==> src/rtl/core/lmi_pkg.sv <==
// Shared constants for the LU matrix inverse block.
`default_nettype none
package lmi_pkg;
  localparam int MAX_DIM_DEF = 8;
  localparam int DATA_W      = 32;
  localparam int ACC_W       = 64;
  localparam int DIM_W       = 4;
  localparam int CFG_AW      = 3;
  localparam int CFG_DW      = 32;
  localparam logic [DIM_W-1:0]  DIM_RESET = 4'd4;
  localparam logic [DATA_W-1:0] Q_ONE     = 32'h0001_0000;
  localparam logic [0:0]        REG_DIM   = 1'b0;
endpackage
`default_nettype wire

==> src/rtl/core/lmi_div.sv <==
// Iterative signed Q16.16 divider with saturation, one quotient bit per cycle.
`default_nettype none
module lmi_div (
  input  wire logic                       clk,
  input  wire logic                       rst_n,
  input  wire logic                       start,
  input  wire logic [lmi_pkg::DATA_W-1:0] num,
  input  wire logic [lmi_pkg::DATA_W-1:0] den,
  output logic                            done,
  output logic [lmi_pkg::DATA_W-1:0]      quo
);
  import lmi_pkg::*;

  localparam int QW = DATA_W + 16;
  localparam int CNT_W = $clog2(QW);
  localparam logic [CNT_W-1:0] CNT_LAST = CNT_W'(QW - 1);
  localparam logic [QW-1:0] POS_MAX = QW'({1'b0, {(DATA_W-1){1'b1}}});
  localparam logic [QW-1:0] NEG_MAX = QW'({1'b1, {(DATA_W-1){1'b0}}});

  logic              busy_r;
  logic [CNT_W-1:0]  cnt_r;
  logic [DATA_W:0]   rem_r;
  logic [QW-1:0]     dvd_r;
  logic [QW-1:0]     q_r;
  logic [DATA_W-1:0] dbs_r;
  logic              neg_r;
  logic              done_r;
  logic [DATA_W-1:0] res_r;

  logic [DATA_W-1:0] num_mag;
  logic [DATA_W-1:0] den_mag;
  logic [DATA_W:0]   rem_sh;
  logic              ge;
  logic [QW-1:0]     q_fin;
  logic [DATA_W-1:0] res_nxt;

  assign num_mag = num[DATA_W-1] ? (~num + 1'b1) : num;
  assign den_mag = den[DATA_W-1] ? (~den + 1'b1) : den;
  assign rem_sh  = {rem_r[DATA_W-1:0], dvd_r[QW-1]};
  assign ge      = rem_sh >= {1'b0, dbs_r};
  assign q_fin   = {q_r[QW-2:0], ge};

  always_comb begin
    if (neg_r) begin
      if (q_fin > NEG_MAX) begin
        res_nxt = {1'b1, {(DATA_W-1){1'b0}}};
      end else begin
        res_nxt = DATA_W'(~q_fin + 1'b1);
      end
    end else begin
      if (q_fin > POS_MAX) begin
        res_nxt = {1'b0, {(DATA_W-1){1'b1}}};
      end else begin
        res_nxt = q_fin[DATA_W-1:0];
      end
    end
  end

  always_ff @(posedge clk) begin
    if (!rst_n) begin
      busy_r <= 1'b0;
      done_r <= 1'b0;
      cnt_r  <= '0;
    end else begin
      done_r <= 1'b0;
      if (start) begin
        if (den == '0) begin
          done_r <= 1'b1;
          if (num == '0) begin
            res_r <= '0;
          end else if (num[DATA_W-1]) begin
            res_r <= {1'b1, {(DATA_W-1){1'b0}}};
          end else begin
            res_r <= {1'b0, {(DATA_W-1){1'b1}}};
          end
        end else begin
          busy_r <= 1'b1;
          cnt_r  <= '0;
          rem_r  <= '0;
          dvd_r  <= {num_mag, 16'b0};
          q_r    <= '0;
          dbs_r  <= den_mag;
          neg_r  <= num[DATA_W-1] ^ den[DATA_W-1];
        end
      end else if (busy_r) begin
        rem_r <= ge ? (rem_sh - {1'b0, dbs_r}) : rem_sh;
        dvd_r <= {dvd_r[QW-2:0], 1'b0};
        q_r   <= q_fin;
        cnt_r <= cnt_r + 1'b1;
        if (cnt_r == CNT_LAST) begin
          busy_r <= 1'b0;
          done_r <= 1'b1;
          res_r  <= res_nxt;
        end
      end
    end
  end

  assign done = done_r;
  assign quo  = res_r;
endmodule
`default_nettype wire

==> config.mk <==
export PLATFORM = sky130hd
export DESIGN_NAME = lmi_div
export DESIGN_NICKNAME = d
export VERILOG_FILES = /design/src/rtl/core/lmi_pkg.sv /design/src/rtl/core/lmi_div.sv
export SDC_FILE = /design/constraint.sdc
export NUM_CORES = 1
export LEC_CHECK = 0
export BUFFER_PORTS_ARGS = -buffer_cell sky130_fd_sc_hd__buf_2
export CORE_MARGIN = 2
export CORE_UTILIZATION = 40
export CTS_CLUSTER_SIZE = 10
export DETAILED_ROUTE_END_ITERATION = 7
export HOLD_SLACK_MARGIN = 0.03
export PLACE_DENSITY = 0.68
export SLEW_MARGIN = 15
export SYNTH_ARGS = -nofsm -noshare
export SYNTH_HDL_FRONTEND = slang
export SYNTH_SLANG_ARGS = --single-unit
==> constraint.sdc <==
create_clock -name clk -period 8 [get_ports clk]
set_clock_uncertainty 0.05 [all_clocks]
set_input_delay 1.2 -clock clk [delete_from_list [all_inputs] [get_ports clk]]
set_output_delay 1.2 -clock clk [all_outputs]
set_load 0.005 [all_outputs]
==> out/metrics.cfg, run 1 <==
[outcome]
status = completed

[placement]
dp.cells = 1552
gp_congestion = 0.868
io_buffers = 99
dp_hpwl_um = 17600
detailed_place.area_sq_mm = 0.0119

[min_path]
whs_path_depth = 2
hp-class = reg -> reg

[synth]
async_flop_share_pct = 0
synth_top_area_share_pct = 47.7
synth_area_sq_mm = 0.0111
synth_top_area_cell = edfxtp_1
yosysUniqueCellTypes = 73
synth.avg_cell_area_sq_um = 9.86
syn_inst = 1125
ys_ff_latch = 184
ys_seq_area_share_pct = 49.1
synth_edf_count = 176
ys.flop_type = edfxtp_1
synth_warnings = 0
synthTopCellsByArea = edfxtp_1, a21oi_1, ha_1
synth_fp_nets = 1229

[cts]
path_clk_slew_ns = 0.07
cts_buffer_depth = 2
post_cts_buffers = 0
cts_tree = built
htreeDepth = 4
clock_latency_ns = 0.44
numCtsBuffers = 17
numClockSinks = 184
postCtsHoldBufs = 0
clock-root-buffer = clkbuf_16
postCtsResizedCells = 0

[floorplan]
rows = 60
dieArea_sq_mm = 0.0291
coreArea_sq_mm = 0.0271
pin_count = 100
start_util_pct = 40.9
dieHeight_um = 171
dieWidth_um = 171

[layout]
final_cells = 1584
syn2layout_area_growth_pct = 13.0
fillCellCount = 2569
regArea_sq_mm = 0.00545
antennaDiodeCount = 0
drive_gt1_share_pct = 13.4
final_nets = 1303
multi_input_area_sq_mm = 0.00525
fin_area_sq_mm = 0.0125

[worst_setup_path]
crit_chain = ha_1 > a21o_1 > a311oi_1 > o21ai_0 > o31ai_1 > nand3_1 > inv_1 > ha_1 > nand2b_1 > nor4_1 > nand4_1 > a21oi_1 > nand3_1 > nor4_1 > o21ai_0 > o311ai_0
start_kind = register
critPathCaptureType = register
cp.depth = 16
crit_family = simple AND/OR/NAND/NOR gates
worstPathArrival_ns = 6.06
slowest_delay_ns = 0.84
r2r_cells = 16
path_class = reg -> reg
cp.required_ns = 8.15
crit_fanout = 20
crit_buf_inv = 1
slowest_stage = a21oi_1

[global_routing]
use_met1_pct = 24.9
grt_max_degree = 88
antenna_found_initial = 0
grt_usage_pct = 17.7
grt_pass1_wl_um = 41500
use_met2_pct = 28.5
grtUsageMet3_pct = 3.24
grt_pass1_vias = 8270
grt-ovfl-total = 0
grt.busiest_layer = met2

[sta]
slew_viol_final = 0
period_share_pct = 73.9
hold_violations = 0
fin_setup_tns_ns = 0
fin_crit_ns = 5.91
setup_viol = 0
relSlewSlack_pct = 23.1
rsz0062_at_grt = false
clock.fmax_ghz = 0.169
tightest_slew_ns = 1.15

[drt]
wire_per_inst_um = 16.1
routed_via_density = 5.50
wl_um = 25500
vias = 8713
antenna_left = 0
drtIter0Drc = 755
drtPass1Iterations = 5
route.detailed.drc = 0

[power_and_ir_drop]
powerDensity_mw_per_mm2 = 203
leakagePower_nw = 4.61
vdd_ir_drop_max_mv = 0.123

[flow_run]
cap_violations = 0

-- sequential cells by signal, summed over array words and instances (netlist names) --
name and count:
dbs_r 32, done 1, dvd_r 32, busy_r 1, q_r 47, quo 32
cnt_r 6, rem_r 32, neg_r 1
-- layout by cell type, fill, tap and decap left out, types with 11 or more instances in the layout --
| master | count |
|---|---|
| a21oi_1 | 99 |
| buf_2 | 98 |
| a211oi_1 | 11 |
| a31oi_1 | 12 |
| nand4_1 | 12 |
| edfxtp_1 | 176 |
| inv_1 | 55 |
| nor4_1 | 18 |
| ha_1 | 36 |
| o31ai_1 | 23 |
| xnor2_1 | 47 |
| nand2_1 | 96 |
| nor3_1 | 29 |
| nor2b_1 | 47 |
| xor2_1 | 40 |
| clkbuf_16 | 17 |
| o21ai_0 | 73 |
| or3_1 | 23 |
| nand3_1 | 18 |
| a21o_1 | 16 |
| nor2_1 | 100 |
-- path summary, 6_finish.rpt --
check	to	slack, ns	from
setup / recovery	quo[9]	2.09	rem_r[13]
hold / removal	cnt_r[4]	0.46	cnt_r[4]
setup reg to reg	quo[9]	2.09	rem_r[13]
hold reg to reg	cnt_r[4]	0.46	cnt_r[4]
-- worst register-to-register path, stage by stage (launching register included) --
cell and delay, ns:
edfxtp_1 0.39, ha_1 0.42, a21o_1 0.23, a311oi_1 0.25, o21ai_0 0.19, o31ai_1 0.36, nand3_1 0.18, inv_1 0.11
ha_1 0.19, nand2b_1 0.16, nor4_1 0.56, nand4_1 0.21, a21oi_1 0.85, nand3_1 0.76, nor4_1 0.46, o21ai_0 0.14
o311ai_0 0.16
-- Yosys cell counts, types with 4 or more instances --
cell type / instances
a211oi_1: 11
a21o_1: 16
a21oi_1: 100
a31oi_1: 12
and2_1: 5
and3_1: 5
buf_2: 4
clkbuf_1: 45
dfxtp_1: 8
edfxtp_1: 176
ha_1: 36
inv_1: 55
mux2i_1: 6
nand2_1: 96
nand2b_1: 8
nand3_1: 18
nand4_1: 12
nor2_1: 101
nor2b_1: 47
nor3_1: 30
nor4_1: 18
o21a_1: 7
o21ai_0: 73
o21bai_1: 4
o311ai_0: 7
o311ai_1: 7
o31ai_1: 23
o41ai_1: 9
or2_2: 10
or3_1: 23
or4_1: 9
xnor2_1: 47
xor2_1: 40
-- stage by stage --
step           util, %  total power [mW]  setup slack [ns]  hold WS [ns]
3_5_place_dp      44.0              1.69              2.34         0.445
3_3_place_gp      44.0              1.68              2.52         0.434
5_1_grt           46.2              2.66              1.58         0.491
4_1_cts           46.2              2.55              2.28         0.456
6_report          46.2              2.54              2.09         0.464
2_1_floorplan        -              1.56             0.480         0.421
-- power breakdown --
group / total, mW / switching, mW / internal (mW)
Sequential: 1.17 / 0.0361 / 1.14
Clock: 0.870 / 0.387 / 0.483
Combinational: 0.499 / 0.303 / 0.196
Total: 2.54 / 0.726 / 1.82
-- cells by family (layout without fill, tap and decap cells) --
| family | count (synthesis) | in the layout | synth area share, % |
|---|---|---|---|
| XOR/XNOR | 87 | 87 | 6.87 |
| AO/OA/AOI/OAI | 302 | 302 | 17.2 |
| buffers and inverters | 109 | 196 | 3.80 |
| multiplexers | 6 | 6 | 0.542 |
| AND/OR/NAND/NOR | 400 | 400 | 18.2 |
| flip-flops | 184 | 184 | 49.1 |
| adder cells (fa/ha/maj) | 37 | 37 | 4.24 |
-- routing by layer --
metal / vias up / share of wire [%]
met4: 0 / 1.0
met2: 280 / 45
met1: 4104 / 48
met5: - / 0
li1: 4308 / -
met3: 21 / 5.7
-- final cells by class --
type | count | share of cell area [%]
flip-flops and latches | 184 | 43.5
multi-input cells | 832 | 41.9
repair buffers | 108 | 4.51
well taps | 372 | 3.72
clock buffers | 21 | 3.68
inverters | 56 | 1.68
clock inverters | 11 | 1.08
Note: power is estimated with default switching activity, not from simulation.
==> inputs of run 2 (changes only) <==
==> constraint.sdc (replaced) <==
create_clock -name clk -period 5 [get_ports clk]
set_clock_uncertainty 0.05 [all_clocks]
set_input_delay 0.75 -clock clk [delete_from_list [all_inputs] [get_ports clk]]
set_output_delay 0.75 -clock clk [all_outputs]
set_load 0.005 [all_outputs]
==> out/metrics.cfg, run 2 (synthesized netlist as in run 1, its figures left out) <==
[cts]
postCtsResizedCells = 0  ; unchanged
cts_tree = built
postCtsHoldBufs = 0  ; unchanged
numClockSinks = 184  ; unchanged
cts_buffer_depth = 2  ; unchanged
numCtsBuffers = 17  ; unchanged
clock_latency_ns = 0.44  ; about the same
htreeDepth = 4  ; unchanged
clock-root-buffer = clkbuf_16
post_cts_buffers = 0  ; unchanged
path_clk_slew_ns = 0.07  ; about the same

[drt]
drtPass1Iterations = 5  ; unchanged
wl_um = 25600  ; +0.39%
vias = 8865  ; +1.7%
wire_per_inst_um = 16.1  ; +0.14%
drtIter0Drc = 709  ; -6.1%
routed_via_density = 5.58  ; +1.5%
antenna_left = 0  ; unchanged
route.detailed.drc = 0  ; unchanged

[worst_setup_path]
cp.required_ns = 5.18  ; -2.97 ns
start_kind = register
critPathCaptureType = register
path_class = reg -> reg
worstPathArrival_ns = 4.71  ; -1.35 ns
crit_fanout = 20  ; unchanged

[sta]
clock.fmax_ghz = 0.221  ; +31%
setup_viol = 0  ; unchanged
slew_viol_final = 0  ; unchanged
fin_crit_ns = 4.53  ; -1.38 ns
relSlewSlack_pct = 44.0  ; +21 points
period_share_pct = 90.5  ; +17 points
rsz0062_at_grt = false
tightest_slew_ns = 0.837  ; -0.314 ns
setup_slack_ns = 0.473  ; -1.62 ns
fin_setup_tns_ns = 0  ; unchanged
hold_violations = 0  ; unchanged

[floorplan]
dieWidth_um = 171  ; unchanged
dieArea_sq_mm = 0.0291  ; unchanged
coreArea_sq_mm = 0.0271  ; unchanged
rows = 60  ; unchanged
start_util_pct = 40.9  ; unchanged
dieHeight_um = 171  ; unchanged
pin_count = 100  ; unchanged

[outcome]
status = completed

[global_routing]
antenna_found_initial = 0  ; unchanged
grt_pass1_wl_um = 41200  ; -0.55%
grt_max_degree = 89  ; +1.1%
grt_pass1_vias = 8219  ; -0.62%
grt_usage_pct = 17.7  ; about the same
grt-ovfl-total = 0  ; unchanged

[layout]
fin_area_sq_mm = 0.0126  ; +0.40%
mostFrequentLayoutCells = edfxtp_1, nor2_1, a21oi_1
final_common_cell = edfxtp_1
antennaDiodeCount = 0  ; unchanged
largest_register_ffs = 47  ; unchanged
drive_gt1_share_pct = 13.7  ; +0.37 points
syn2layout_area_growth_pct = 13.4
fillCellCount = 2533  ; -1.4%
final_nets = 1308  ; +0.38%
largest_register = q_r

[power_and_ir_drop]
powerDensity_mw_per_mm2 = 325  ; +60%
leakagePower_nw = 4.64  ; +0.56%
power_mw = 4.09  ; +61%
vdd_ir_drop_max_mv = 0.199  ; +61%

[placement]
gp_congestion = 0.876  ; +0.98%
pre_cts_slack_ns = 0.544  ; -1.80 ns
detailed_place.area_sq_mm = 0.0120  ; +0.42%
io_buffers = 99  ; unchanged
dp_hpwl_um = 17600  ; +0.14%

[flow_run]
cap_violations = 0  ; unchanged

[min_path]
hp-class = reg -> reg

## run 2: changes by cell type in the layout (fill, tap and decap cells not counted), sizes merged
cell / previous run / this run
clkinvlp: 2 / 3
buf: 108 / 113
clkbuf: 21 / 18
bufinv: 2 / 3
## run 2: layer usage
metal  global-route usage [%]  vias up  wire (um)  part of all wire (%)
met5                        0        -          0                     0
met4                     4.68        0        346                   1.4
met3                     3.70       28       1560                   6.1
met2                     27.9      289      11700                    46
met1                     25.0     4229      12000                    47
li1                         -     4319          -                     -
## run 2: worst paths after layout
kind                   from  endpoint  slack (ns)  cells past startpoint
hold reg to reg    cnt_r[3]  cnt_r[3]        0.47                      2
setup / recovery  rem_r[25]   quo[23]        0.47                     19
setup reg to reg  rem_r[25]   quo[23]        0.47                     19
hold / removal     cnt_r[3]  cnt_r[3]        0.47                      2
## run 2: where the power goes
group | internal [mW] | total (mW) | switching [mW]
clock network | 0.791 | 1.41 | 0.617
logic | 0.315 | 0.806 | 0.491
registers | 1.82 | 1.87 | 0.0537
total | 2.93 | 4.09 | 1.16
## run 2: through the flow
| step | hold WS (ns) | utilization, % | std cells |
|---|---|---|---|
| after global placement | 0.437 | 44.2 | 1557 |
| after detailed placement | 0.455 | 44.2 | 1557 |
| final | 0.467 | 46.4 | 1588 |
| after global routing | 0.505 | 46.4 | 1588 |
| after floorplan | 0.421 | - | 1125 |
| after CTS | 0.466 | 46.4 | 1588 |
## run 2: worst max-delay path, cell delays in order (launching register included)
cell and delay [ns]:
edfxtp_1 0.40, ha_1 0.41, a21o_1 0.22, a21o_1 0.19
a21o_1 0.22, a2111oi_2 0.42, nand3_1 0.18, inv_1 0.12
ha_1 0.19, nand2b_1 0.16, nor4_1 0.22, buf_4 0.18
nand4_1 0.12, a21oi_1 0.17, buf_4 0.21, nand3_1 0.09
buf_4 0.22, o41ai_1 0.34, nand2_1 0.10, o311ai_1 0.11
## run 2: cell type report
class	instances	area, sq um	area share, %
Multi-Input combinational cell	832	5250	41.7
Sequential cell	184	5450	43.3
Clock buffer	18	429	3.41
Clock inverter	13	166	1.32
Tap cell	372	465	3.70
Inverter	56	210	1.67
Timing Repair Buffer	113	616	4.89
==> inputs of run 3 (changes only) <==
--- a/config.mk
+++ b/config.mk
@@ -11,7 +11,8 @@
 export CTS_CLUSTER_SIZE = 10
 export DETAILED_ROUTE_END_ITERATION = 7
 export HOLD_SLACK_MARGIN = 0.03
-export PLACE_DENSITY = 0.68
+export PLACE_DENSITY_LB_ADDON = 0.25
+export REMOVE_ABC_BUFFERS = 1
 export SLEW_MARGIN = 15
 export SYNTH_ARGS = -nofsm -noshare
 export SYNTH_HDL_FRONTEND = slang
==> constraint.sdc (replaced) <==
create_clock -name clk -period 5.4 [get_ports clk]
set_clock_uncertainty 0.05 [all_clocks]
set_input_delay 0.81 -clock clk [delete_from_list [all_inputs] [get_ports clk]]
set_output_delay 0.81 -clock clk [all_outputs]
set_load 0.005 [all_outputs]
==> out/metrics.cfg, run 3 (synthesized netlist as in run 1, its figures left out) <==
[min_path]
worstHoldStart = cnt_r[3]
holdPathEnd = cnt_r[3]
whs_path_depth = 2  ; unchanged
hp-class = reg -> reg

[cts]
numCtsBuffers = 17  ; unchanged
cts_tree = built
cts_buffer_depth = 2  ; unchanged
numClockSinks = 184  ; unchanged
htreeDepth = 4  ; unchanged
path_clk_slew_ns = 0.08  ; about the same
clock_latency_ns = 0.44  ; about the same
clock-root-buffer = clkbuf_16

[drt]
wire_per_inst_um = 16.1  ; about the same
routed_via_density = 5.45  ; -2.3%
drtPass1Iterations = 5  ; unchanged
antenna_left = 0  ; unchanged
wl_um = 25600  ; about the same
drtIter0Drc = 659  ; -7.1%
route.detailed.drc = 0  ; unchanged
vias = 8654  ; -2.4%

[sta]
fin_crit_ns = 4.79  ; +0.264 ns
hold_violations = 0  ; unchanged
fin_setup_tns_ns = 0  ; unchanged
clock.fmax_ghz = 0.209  ; -5.5%
rsz0062_at_grt = false
tightest_slew_ns = 0.976  ; +0.139 ns
setup_viol = 0  ; unchanged
relSlewSlack_pct = 34.3  ; -9.7 points
period_share_pct = 88.7  ; -1.8 points
slew_viol_final = 0  ; unchanged
setup_slack_ns = 0.608  ; +0.136 ns

[worst_setup_path]
crit_chain = ha_1 > a21o_1 > a311oi_1 > o21ai_0 > o31ai_1 > nand3_1 > inv_1 > ha_1 > nand2b_1 > nor4_1 > buf_4 > nand4_1 > a21oi_1 > buf_4 > nand3_2 > o41ai_1 > nand2_1 > o311ai_1
slowest_delay_ns = 0.48  ; +0.06 ns
cp.required_ns = 5.61  ; +0.43 ns
r2r_cells = 18  ; -1
critPathCaptureType = register
worstPathArrival_ns = 5.00  ; +0.29 ns
path_class = reg -> reg
r2r_start = rem_r[13]
slowest_stage = o41ai_1
crit_fanout = 20  ; unchanged
r2r_setup_slack_ns = 0.61  ; +0.14 ns
start_kind = register
worstReg2RegEnd = quo[23]

[placement]
dp.cells = 1555  ; -0.13%
pre_cts_slack_ns = 0.389  ; -0.155 ns
gp_congestion = 0.855  ; -2.4%
dp_hpwl_um = 17600  ; +0.24%
io_buffers = 99  ; unchanged

[layout]
final_nets = 1306  ; -0.15%
mostFrequentLayoutCells = edfxtp_1, nor2_1, a21oi_1
syn2layout_area_growth_pct = 13.2
antennaDiodeCount = 0  ; unchanged
final_cells = 1587  ; -0.063%
drive_gt1_share_pct = 13.7  ; -0.071 points
largest_register_ffs = 47  ; unchanged
largest_register = q_r
final_common_cell = edfxtp_1

[floorplan]
pin_count = 100  ; unchanged
coreArea_sq_mm = 0.0271  ; unchanged
dieArea_sq_mm = 0.0291  ; unchanged
start_util_pct = 40.9  ; unchanged
dieHeight_um = 171  ; unchanged
dieWidth_um = 171  ; unchanged
rows = 60  ; unchanged

[global_routing]
grt_usage_pct = 17.9  ; +0.17 points
grt-ovfl-total = 0  ; unchanged
grt_max_degree = 112  ; +26%
grt_pass1_vias = 8164  ; -0.67%
antenna_found_initial = 0  ; unchanged
grt_pass1_wl_um = 41600  ; +1.0%

[power_and_ir_drop]
leakagePower_nw = 4.63  ; -0.23%
powerDensity_mw_per_mm2 = 296  ; -8.8%
vdd_ir_drop_max_mv = 0.211  ; +6.4%

[flow_run]
cap_violations = 0  ; unchanged

[outcome]
status = completed

==> run 3: cell types whose count changed in the layout (fill, tap and decap cells not counted), moves of 2 or more <==
| cell | change |
|---|---|
| clkinv_8 | +3 |
| clkinv_2 | -2 |
| buf_4 | -2 |
| inv_8 | +4 |
| clkinvlp_4 | -2 |
| clkinv_1 | +2 |
| bufinv_16 | -3 |
==> run 3: through the flow <==
stage               util (%)  total power [mW]  hold WS (ns)  cell area, sq um
global placement        44.2              2.49         0.443             12000
detailed placement      44.2              2.50         0.454             12000
floorplan                  -              2.28         0.421             10900
CTS                     46.3              3.75         0.465             12600
global route            46.3              3.90         0.490             12600
finish                  46.3              3.72         0.465             12600
==> run 3: cell type report <==
class | instances | area, sq um
Tap cell | 372 | 465
Sequential cell | 184 | 5450
Clock inverter | 15 | 160
Timing Repair Buffer | 111 | 601
Fill cell | 2570 | 14500
Clock buffer | 17 | 425
Inverter | 56 | 210
Multi-Input combinational cell | 832 | 5250
==> run 3: critical path: cells and delay by family (launching register included) <==
kind / cells / cell delay, ns
buffers and inverters: 3 / 0.50
AOI/OAI and AO/OA: 7 / 1.94
DFF: 1 / 0.39
and+or+nand+nor: 6 / 1.10
adders and majority gates: 2 / 0.61
==> run 3: metal layers <==
metal / GRT usage, % / part of all wire, % / routed length (um)
met1: 25.4 / 49 / 12500
met2: 28.4 / 46 / 11700
met3: 2.73 / 3.7 / 941
met4: 5.50 / 1.7 / 446
met5: 0 / 0 / 0
==> run 3: how the worst max path moves through the flow <==
stage	start	endpoint	slack (ns)	cells after the start
finish	rem_r[13]	quo[23]	0.61	18
global route	rem_r[13]	quo[23]	0.21	18
CTS	rem_r[13]	quo[23]	0.36	18
detailed placement	rem_r[13]	quo[23]	0.39	18
global placement	rem_r[13]	quo[23]	0.61	18
floorplan	den[0]	dvd_r[16]	-1.73	8
==> run 3: where the power goes <==
group / leakage, nW / switching [mW] / internal [mW]
clock: 0.283 / 0.629 / 0.622
combinational: 2.61 / 0.441 / 0.292
sequential: 1.74 / 0.0540 / 1.68
==> run 3: repair_timing <==
action | 4_1_cts | 5_1_grt
hold buffers | 0 | 0
endpoints found under the setup margin | 0 | 8
resized for setup | 0 | 1
buffers inserted | 0 | 0
